File: config.mk
export PLATFORM = sky130hd
export DESIGN_NAME = multicorn_escape_time
export DESIGN_NICKNAME = d
export VERILOG_FILES = /design/src/hdl/mce_pkg.sv /design/src/hdl/mce_mul.sv /design/src/hdl/mce_core.sv /design/src/hdl/multicorn_escape_time.sv
export SDC_FILE = /design/constraint.sdc
export NUM_CORES = 2
export LEC_CHECK = 0
export ABC_AREA = 1
export ABC_CLOCK_PERIOD_IN_PS = 12070
export BUFFER_PORTS_ARGS = -buffer_cell sky130_fd_sc_hd__buf_2
export CAP_MARGIN = 20
export CORE_MARGIN = 4
export CORE_UTILIZATION = 30
export CTS_CLUSTER_SIZE = 8
export DETAILED_ROUTE_END_ITERATION = 8
export SYNTH_ARGS = -nofsm -noshare
export SYNTH_HDL_FRONTEND = slang
export SYNTH_HIERARCHICAL = 1
export SYNTH_SLANG_ARGS = --single-unit
export TNS_END_PERCENT = 50
File: constraint.sdc
create_clock -name clk -period 12.07 [get_ports clk]
set_input_delay 1.207 -clock clk [delete_from_list [all_inputs] [get_ports clk]]
set_output_delay 1.207 -clock clk [all_outputs]
set_load 0.01 [all_outputs]
File: src/hdl/mce_pkg.sv
// shared types and constants of the multicorn escape-time block
// beat structs, register file layout, sequencer states; no dependencies

package mce_pkg;

  localparam int MCE_MAX_DEGREE = 16;

  // register indexes on the configuration port
  typedef enum logic [2:0] {
    CFG_C_RE        = 3'd0,
    CFG_C_IM        = 3'd1,
    CFG_DEGREE      = 3'd2,
    CFG_ESCAPE_NORM = 3'd3,
    CFG_MAX_ITER    = 3'd4
  } cfg_idx_t;

  localparam logic [4:0]  DEGREE_RESET      = 5'd3;
  localparam logic [30:0] ESCAPE_NORM_RESET = 31'd1677721600;
  localparam logic [15:0] MAX_ITER_RESET    = 16'd50;

  typedef struct packed {
    logic signed [31:0] c_re;
    logic signed [31:0] c_im;
    logic [4:0]         degree;
    logic [30:0]        escape_norm;
    logic [15:0]        max_iter;
  } cfg_t;

  typedef struct packed {
    logic signed [31:0] z_re;
    logic signed [31:0] z_im;
  } pt_beat_t;

  typedef struct packed {
    logic [15:0] escape_count;
    logic        bounded;
  } res_beat_t;

  // handshake group between the top level and the core
  typedef struct packed {
    logic busy;
    logic res_valid;
  } core_stat_t;

  typedef enum logic [2:0] {
    ST_IDLE,
    ST_MAG,
    ST_MUL,
    ST_UPD,
    ST_DONE
  } state_t;

endpackage

File: src/hdl/mce_mul.sv
// shared 32x32 signed multiplier with registered product
// no dependencies beyond the clock

module mce_mul (
  input  logic               clk,
  input  logic signed [31:0] a,
  input  logic signed [31:0] b,
  output logic signed [63:0] p
);

  always_ff @(posedge clk) begin
    p <= a * b;
  end

endmodule

File: src/hdl/mce_core.sv
// iteration sequencer and datapath around the shared multiplier
// depends on mce_pkg and mce_mul

module mce_core import mce_pkg::*; #(
  parameter int MAX_DEGREE = MCE_MAX_DEGREE
) (
  input  logic       clk,
  input  logic       rst,
  input  cfg_t       cfg,
  input  logic       start,
  input  pt_beat_t   pt,
  input  logic       res_take,
  output core_stat_t stat,
  output res_beat_t  res
);

  localparam int DW = $clog2(MAX_DEGREE + 1);

  state_t state, state_next;
  logic [2:0] st, st_next;

  logic signed [31:0] x_re, x_im, t_re, t_im, n_re;
  logic signed [39:0] p_hold;
  logic [62:0]        sq;
  logic [15:0]        i_cnt;
  logic [DW-1:0]      j_cnt, j_inc, d_eff;
  logic               sat;

  logic signed [31:0] op_a, op_b;
  logic signed [63:0] prod;
  logic signed [39:0] prod_q;
  logic [63:0]        mag_sum, limit;
  logic               cont;
  logic signed [40:0] sum_re, sum_im, upd_re, upd_im;

  function automatic logic ovf(input logic signed [40:0] v);
    return !((&v[40:31]) || (~|v[40:31]));
  endfunction

  function automatic logic signed [31:0] clip(input logic signed [40:0] v);
    if (ovf(v)) return v[40] ? 32'sh80000000 : 32'sh7fffffff;
    return v[31:0];
  endfunction

  mce_mul u_mul (
    .clk (clk),
    .a   (op_a),
    .b   (op_b),
    .p   (prod)
  );

  // degree zero acts as one, large degrees clamp
  always_comb begin
    if (cfg.degree == 5'd0) begin
      d_eff = DW'(1);
    end else if (32'(cfg.degree) > MAX_DEGREE) begin
      d_eff = DW'(MAX_DEGREE);
    end else begin
      d_eff = DW'(cfg.degree);
    end
  end

  assign prod_q  = prod[63:24];
  assign mag_sum = {1'b0, sq} + {1'b0, prod[62:0]};
  assign limit   = {9'd0, cfg.escape_norm, 24'd0};
  assign cont    = (i_cnt < cfg.max_iter) && !sat && (mag_sum < limit);
  assign j_inc   = j_cnt + 1'b1;
  assign sum_re  = {p_hold[39], p_hold} - {prod_q[39], prod_q};
  assign sum_im  = {p_hold[39], p_hold} + {prod_q[39], prod_q};
  assign upd_re  = {{9{t_re[31]}}, t_re} + {{9{cfg.c_re[31]}}, cfg.c_re};
  assign upd_im  = {{9{cfg.c_im[31]}}, cfg.c_im} - {{9{t_im[31]}}, t_im};

  // next state
  always_comb begin
    state_next = state;
    st_next    = st;
    unique case (state)
      ST_IDLE: begin
        if (start) begin
          state_next = ST_MAG;
          st_next    = 3'd0;
        end
      end
      ST_MAG: begin
        if (st != 3'd2) begin
          st_next = st + 3'd1;
        end else begin
          st_next = 3'd0;
          if (!cont) begin
            state_next = ST_DONE;
          end else if (d_eff == DW'(1)) begin
            state_next = ST_UPD;
          end else begin
            state_next = ST_MUL;
          end
        end
      end
      ST_MUL: begin
        if (st != 3'd4) begin
          st_next = st + 3'd1;
        end else begin
          st_next = 3'd0;
          if (j_inc == d_eff) state_next = ST_UPD;
        end
      end
      ST_UPD: begin
        state_next = ST_MAG;
        st_next    = 3'd0;
      end
      ST_DONE: begin
        if (res_take) state_next = ST_IDLE;
      end
      default: state_next = ST_IDLE;
    endcase
  end

  // outputs and multiplier operand select
  always_comb begin
    stat.busy      = (state != ST_IDLE);
    stat.res_valid = (state == ST_DONE);
    res.escape_count = i_cnt;
    res.bounded      = (i_cnt >= cfg.max_iter);
    op_a = x_re;
    op_b = x_re;
    unique case (state)
      ST_MAG: begin
        if (st == 3'd1) begin
          op_a = x_im;
          op_b = x_im;
        end
      end
      ST_MUL: begin
        unique case (st)
          3'd0: begin op_a = t_re; op_b = x_re; end
          3'd1: begin op_a = t_im; op_b = x_im; end
          3'd2: begin op_a = t_re; op_b = x_im; end
          3'd3: begin op_a = t_im; op_b = x_re; end
          default: begin op_a = t_re; op_b = x_re; end
        endcase
      end
      default: begin
        op_a = x_re;
        op_b = x_re;
      end
    endcase
  end

  always_ff @(posedge clk) begin
    if (rst) begin
      state <= ST_IDLE;
      st    <= 3'd0;
    end else begin
      state <= state_next;
      st    <= st_next;
    end
  end

  // datapath
  always_ff @(posedge clk) begin
    unique case (state)
      ST_IDLE: begin
        if (start) begin
          x_re  <= pt.z_re;
          x_im  <= pt.z_im;
          i_cnt <= 16'd0;
          sat   <= 1'b0;
        end
      end
      ST_MAG: begin
        if (st == 3'd1) sq <= prod[62:0];
        if (st == 3'd2) begin
          t_re  <= x_re;
          t_im  <= x_im;
          j_cnt <= DW'(1);
        end
      end
      ST_MUL: begin
        unique case (st)
          3'd1: p_hold <= prod_q;
          3'd2: begin
            n_re <= clip(sum_re);
            if (ovf(sum_re)) sat <= 1'b1;
          end
          3'd3: p_hold <= prod_q;
          3'd4: begin
            t_re  <= n_re;
            t_im  <= clip(sum_im);
            j_cnt <= j_inc;
            if (ovf(sum_im)) sat <= 1'b1;
          end
          default: ;
        endcase
      end
      ST_UPD: begin
        x_re  <= clip(upd_re);
        x_im  <= clip(upd_im);
        i_cnt <= i_cnt + 16'd1;
        if (ovf(upd_re) || ovf(upd_im)) sat <= 1'b1;
      end
      default: ;
    endcase
  end

endmodule

File: src/hdl/multicorn_escape_time.sv
// top level of the multicorn escape-time block: config registers, output register
// depends on mce_pkg, mce_core (which uses mce_mul)

// usage
// - pt channel (valid/stall): one start point z per beat, signed Q8.24
// - res channel (valid/stall): one escape count and bounded flag per beat
// - cfg channel (valid/ready): register index and data, ready is always high;
//   write only while no point is in flight
// - one iteration runs on the single shared multiplier: the squared norm,
//   then d-1 complex multiplies, then the update
// - after n iterations and a final norm check the result beat shows, and the
//   next point can be taken in the same cycle that the result beat shows
// - pt_stall is high after the accepted beat until the core is idle again;
//   a point is taken while the previous result still waits in the output register
// - res_stall holds the result register; a finished core then waits for it
// - reset clears control state and loads the register reset values
//   (c = 0, degree 3, escape norm 100.0, limit 50)

module multicorn_escape_time import mce_pkg::*; #(
  parameter int MAX_DEGREE = MCE_MAX_DEGREE
) (
  input  logic       clk,
  input  logic       rst,
  input  logic       pt_valid,
  output logic       pt_stall,
  input  pt_beat_t   pt,
  output logic       res_valid,
  input  logic       res_stall,
  output res_beat_t  res,
  input  logic       cfg_valid,
  output logic       cfg_ready,
  input  logic [2:0] cfg_index,
  input  logic [31:0] cfg_data
);

  cfg_t       cfg;
  core_stat_t stat;
  res_beat_t  core_res;
  logic       start, res_take;

  assign cfg_ready = 1'b1;
  assign pt_stall  = stat.busy;
  assign start     = pt_valid && !stat.busy;
  // result register frees up when empty or when its beat leaves
  assign res_take  = stat.res_valid && (!res_valid || !res_stall);

  // register file, unknown indexes are dropped
  always_ff @(posedge clk) begin
    if (rst) begin
      cfg.c_re        <= 32'sd0;
      cfg.c_im        <= 32'sd0;
      cfg.degree      <= DEGREE_RESET;
      cfg.escape_norm <= ESCAPE_NORM_RESET;
      cfg.max_iter    <= MAX_ITER_RESET;
    end else if (cfg_valid && cfg_ready) begin
      unique case (cfg_index)
        CFG_C_RE:        cfg.c_re        <= cfg_data;
        CFG_C_IM:        cfg.c_im        <= cfg_data;
        CFG_DEGREE:      cfg.degree      <= cfg_data[4:0];
        CFG_ESCAPE_NORM: cfg.escape_norm <= cfg_data[30:0];
        CFG_MAX_ITER:    cfg.max_iter    <= cfg_data[15:0];
        default: ;
      endcase
    end
  end

  mce_core #(
    .MAX_DEGREE (MAX_DEGREE)
  ) u_core (
    .clk      (clk),
    .rst      (rst),
    .cfg      (cfg),
    .start    (start),
    .pt       (pt),
    .res_take (res_take),
    .stat     (stat),
    .res      (core_res)
  );

  // output register, payload needs no reset
  always_ff @(posedge clk) begin
    if (rst) begin
      res_valid <= 1'b0;
    end else if (res_take) begin
      res_valid <= 1'b1;
    end else if (!res_stall) begin
      res_valid <= 1'b0;
    end
  end

  always_ff @(posedge clk) begin
    if (res_take) res <= core_res;
  end

endmodule

---- Word level (Yosys, flattened, before mapping) ----
Cells that the tools add are included.
storage, ports and cells
  output and inout bits ................... 20
  register bits after elaboration ......... 489
  logic and storage cells ................. 177
  input bits .............................. 104
cells by class
  eq/ne operators ......................... 28
  multiplexer cells ....................... 64
  add/sub/neg operators ................... 8
  multiply operators ...................... 1
  magnitude comparators ................... 4
  reductions and logical operators ........ 51
operators with widths
  cell                   count
  $mux 32                21
  $pmux 32 s2            6
  $add 63x63->64         1
  $lt 64x55->1           1
  $mul 32x32->64         1
  $add 40x40->41         1
  $sub 40x40->41         1
  $reduce_and 10->1      4
  $reduce_or 10->1       4
  $add 32x32->33         1
  $sub 32x32->33         1
  $pmux 16 s2            1
  $mux 3                 9
  $mux 5                 4
  $reduce_and 2->1       10
  $eq 3x2->1 const B     6
  $mux 1                 17
  $add 16x1->16 const B  1
  $ge 16x16->1           1
  $lt 16x16->1           1
  $mux 16                1
  $pmux 3 s5             1
  $ne 2x1->1 const B     6
  $pmux 3 s4             1
  26 further kinds       55

---- Logic depth before layout (Yosys ltp) ----
  word-level depth ........................ 10
  gate-level depth with buffers ........... 43
  gate-level depth less buffers ........... 41

---- Cells and area by module ----
The synthesis kept the hierarchy.
by module, submodules not included
  module                 times used  area each (um^2)  sequential area each (um^2)  cells each
  mce_mul                1           39993.4           1281.2                       5077
  mce_core               1           28482.3           8678.3                       4154
  multicorn_escape_time  1           5216.3            2852.7                       698

---- Worst setup path before layout ----
Ideal clock, no wire load.
  kind .................................... flip-flop to flip-flop
  from .................................... register u_core.st[0]
  to ...................................... register u_core.u_mul.p[61]
  arrival time ............................ 8.103 ns
  library setup time ...................... 0.112 ns
  path slack .............................. 3.855 ns
  clock period less this slack ............ 8.215 ns
  buffers on the path ..................... 2
  data required time ...................... 11.958 ns
  cell stages (with the launch flop) ...... 34
  path through ............................ dfxtp_1 -> ha_1 -> ha_1 -> nor2_1 -> clkinv_1 -> clkbuf_1 -> a21oi_1 -> o21ai_0 -> nand2_1 -> clkbuf_1 -> nand2_1 -> inv_1 -> fa_1 -> inv_1 -> fa_1 -> inv_1 -> fa_1 -> fa_1 -> inv_1 -> fa_1 -> inv_1 -> fa_1 -> inv_1 -> fa_1 -> fa_1 -> inv_1 -> ha_1 -> nand2_1 -> nor2_1 -> nand3_1 -> nor4_1 -> nand2_1 -> nand3_1 -> nand2_1
on the way
  longest elaborated chain between the ends .. 5
  elaborated cells on any way between the ends .. 11
  classes of those cells .................. mul: 1; eq/ne: 3; mux: 5; reduce/logical: 2
ends and longest elaborated chain
  item                                             RTL line                          text
  from (decl)                                      mce_core.sv:20                    logic [2:0] st, st_next;
  from (signal assigned)                           mce_core.sv:154                   st <= st_next;
  $eq 3x2->1 / $eq 3x1->1 (equally long branches)  mce_core.sv:133, mce_core.sv:127
  $reduce_or 2->1 (no line)                        -
  $mux 32                                          mce_core.sv:133                   unique case (st)
  $pmux 32 s2 (*)                                  mce_core.sv:125                   unique case (state)
  via u_core.op_a[31]                              mce_core.sv:29                    logic signed [31:0] op_a, op_b;
  $mul 32x32->64 (*)                               mce_mul.sv:12                     p <= a * b;
  to (signal assigned)                             mce_mul.sv:12
  to (decl)                                        mce_mul.sv:8                      output logic signed [63:0] p
The timed path passes the listed nets; every way through them passes the cells marked *.
A chain may end at the register's enable or synchronous reset.

---- Final worst setup path ----
  from .................................... register u_core.state[0]
  to ...................................... register u_core.u_mul.p[61]
on the way
  longest elaborated chain between the ends .. 3
  elaborated cells on any way between the ends .. 5
  classes of those cells .................. mul: 1; eq/ne: 2; mux: 2
ends and longest elaborated chain
  item                                             RTL line         text
  from (decl)                                      mce_core.sv:19   state_t state, state_next;
  from (signal assigned)                           mce_core.sv:153  state <= state_next;
  $eq 3x2->1 / $eq 3x1->1 (equally long branches)  mce_core.sv:125
  $pmux 32 s2 (*)                                  mce_core.sv:125
  via u_core.op_a[31]                              mce_core.sv:29
  $mul 32x32->64 (*)                               mce_mul.sv:12
Marked as above.

==> run_results.csv <==
group,metric,value,unit
sta,period_share,84.5,%
synth,netlist_top_cells_area,"fa_1, nand2_1, edfxtp_1, inv_1, ha_1",
place,routabilityCongestion,0.992,
clock_network,ctsHoldBuffers,0,
finish,fin_nets,11500,
floorplan,die-area,0.254,sq mm
route,drc,0,
synth,synth.area.mux_share,0,%
global_route,antenna_found_initial,2,
sta,finalHoldViolCount,0,
worst_hold_path,hp-class,"reg -> reg",
status,outcome,"complete, no violations",
route,via_count,62700,
clock_network,cts.repair.resized,0,
critical_path,r2r_slack,1.88,ns
synth,synth_adder_area_share,37.0,%
clock_network,clockBufferDepth,3,
critical_path,start_kind,"flip-flop",
floorplan,start_util,30.2,%
global_route,grt_pass1_vias,62400,
critical_path,cp_top_family,"adder cells",
floorplan,core,0.244,sq mm
route,wl_met2,113,mm
synth,yosysWarnings,6,
synth,synth_edf_count,302,
route,dr_wl_met3,17.1,mm
synth,syn_nets,11600,
synth,synth_xor_area_share,2.48,%
route,dr.pass1.iters,6,
finish,utilization,32.8,%
global_route,grt_max_degree,98,
clock_network,insertion_delay,0.69,ns
synth,synth_top_family_by_area,"adder cells",
finish,syn2layout_area_growth,8.50,%
sta,fin_ws,1.88,ns
floorplan,die_x,504,um
clock_network,path_clk_slew,0.06,ns
clock_network,root_buffer,"clkbuf_16",
critical_path,crit_end,"u_core/u_mul/p[61]",
synth,synth_simple_gate_area_share,22.0,%
clock_network,numCtsBuffers,73,
sta,max_freq,98.1,MHz
place,placed_cell_area,0.0778,sq mm
flow_run,maxCapViolCount,0,
sta,setup_viol,0,
synth,synth_compound_area_share,7.06,%
global_route,grt.overflow.total,0,
critical_path,crit_path_start,"u_core/state[0]",
synth,yosysTopAreaCell,"fa_1",
floorplan,std_cell_rows,181,
sta,period_needed,10.19,ns
critical_path,cp_max_fo,32,
critical_path,arrival,10.77,ns
sta,drv_slew,0,
critical_path,cp-end-kind,"flip-flop",
synth,synth_top_area_share,29.5,%
route,avgViaCountPerCell,4.76,
finish,final_area,0.0800,sq mm
clock_network,htree_levels,3,
place,io_buffers,122,
sta,rsz0062_at_grt,"false",
global_route,grtUsageTotal,19.7,%
route,m1WireLength,110,mm
synth,synth.yosys.seq_area_share,17.4,%
synth,synth_area,0.0737,sq mm
synth,ys_async_sr_fraction,0,%
clock_network,cts.sinks,489,
clock_network,cts_tree,"done",
critical_path,worstPathRequired,12.64,ns
critical_path,path_class,"reg -> reg",
place,hpwl,210,mm
finish,diodes,0,
route,wl_per_cell,19.0,um
route,top_layer_used,"met5",
sta,relSlewSlack,28.8,%
floorplan,io_pins,124,
sta,clock_skew,0.0373,ns
critical_path,r2r-start,"u_core/state[0]",
finish,drive_gt1_share,4.59,%
floorplan,die_h,504,um
critical_path,slowest_stage,"fa_1",
synth,syn-instance-count,9929,
synth,ys_ff_latch,489,
sta,tns,0,ns
critical_path,critical_path_buf_inv_count,13,
route,drt_iter0_drc,5612,
place,place_ws,2.00,ns
sta,worst_pin_slew,1.07,ns
clock_network,post_cts_buffers,0,
global_route,grt_pass1_wl,383,mm
critical_path,rr_worst_depth,36,
critical_path,cp_common_cell,"inv_1",
synth,syn_area_per_cell,7.42,sq um
critical_path,worstReg2RegEnd,"u_core/u_mul/p[61]",
critical_path,cp_slowest_stage_delay,0.91,ns
route,wl,250,mm
synth,synth_cell_types,56,
synth,synth-main-ff-cell,"edfxtp_1",
critical_path,cp_num_cells,36,
route,ant_nets,0,
cells in the mapped netlist, types with 13 or more instances:
cell	number
buf_2	47
edfxtp_1	302
fa_1	1086
o21bai_1	45
a31oi_1	32
o21ai_2	22
nand2_2	13
xnor2_1	40
inv_1	2351
nor2_2	28
nand4_1	44
buf_4	19
xor2_1	167
a21oi_1	474
nor3_1	58
nand2_1	2697
inv_2	26
nor4_1	23
buf_1	15
ha_1	443
a21o_1	16
nor2_1	766
o21ai_1	21
clkbuf_1	247
dfxtp_1	187
nand3_1	353
o21ai_0	287
state kept, by name (all words and copies together) (netlist names):
| register | flops |
|---|---|
| u_core/u_mul/p | 64 |
| u_core/state | 3 |
| cfg | 116 |
| u_core/i_cnt | 16 |
| u_core/sat | 1 |
| u_core/x_re | 32 |
| u_core/t_re | 32 |
| res | 17 |
| res_valid | 1 |
| u_core/st | 3 |
| u_core/t_im | 32 |
| u_core/j_cnt | 5 |
| u_core/p_hold | 40 |
| u_core/x_im | 32 |
| u_core/n_re | 32 |
| u_core/sq | 63 |
stage by stage:
step	cells	hold slack (ns)
floorplan	9929	0.412
global placement	13000	0.422
detailed placement	13000	0.420
CTS	13200	0.427
global route	13200	0.452
finish	13200	0.425
worst min-delay path by stage:
stage                       start  cells past startpoint       endpoint  slack, ns
6_report       u_core/u_mul/p[12]                      0  u_core/sq[12]       0.42
5_1_grt        u_core/u_mul/p[11]                      0  u_core/sq[11]       0.45
4_1_cts        u_core/u_mul/p[12]                      0  u_core/sq[12]       0.43
3_5_place_dp   u_core/u_mul/p[12]                      0  u_core/sq[12]       0.42
3_3_place_gp   u_core/u_mul/p[12]                      0  u_core/sq[12]       0.42
2_1_floorplan  u_core/u_mul/p[10]                      0  u_core/sq[10]       0.41
metal layers:
| metal | global-route usage, % | vias to the layer above |
|---|---|---|
| li1 | - | 29600 |
| met1 | 27.2 | 30500 |
| met2 | 31.9 | 2235 |
| met3 | 2.47 | 383 |
| met4 | 6.64 | 4 |
| met5 | 0 | - |
cell type report:
type                       instances  area, sq um
tap                             3202         4010
clock buffer                     119         2030
multi-input combinational       6724        50600
clock inverter                    11          143
inverter                        2379         8930
sequential                       489        12800
fill                           26100       164000
timing repair buffer             230         1440
cell families after synthesis:
logic type / Yosys count
AOI/OAI and AO/OA: 950
xor gates and xnor gates: 208
adders and majority gates: 1529
buffers and inverters: 2716
DFF: 489
other: 1
and+or+nand+nor: 4036
cell usage in the layout (no fill, tap or decap), types with 187 or more instances in the layout:
| cell | Yosys | routed |
|---|---|---|
| a21oi_1 | 474 | 472 |
| dfxtp_1 | 187 | 187 |
| edfxtp_1 | 302 | 302 |
| fa_1 | 1086 | 1086 |
| ha_1 | 443 | 443 |
| inv_1 | 2351 | 2350 |
| nand2_1 | 2697 | 2692 |
| nand3_1 | 353 | 349 |
| nor2_1 | 766 | 762 |
| o21ai_0 | 287 | 287 |
Power is not shown: default switching activity piles up to over one toggle a cycle in this logic, so the estimate is an artifact.
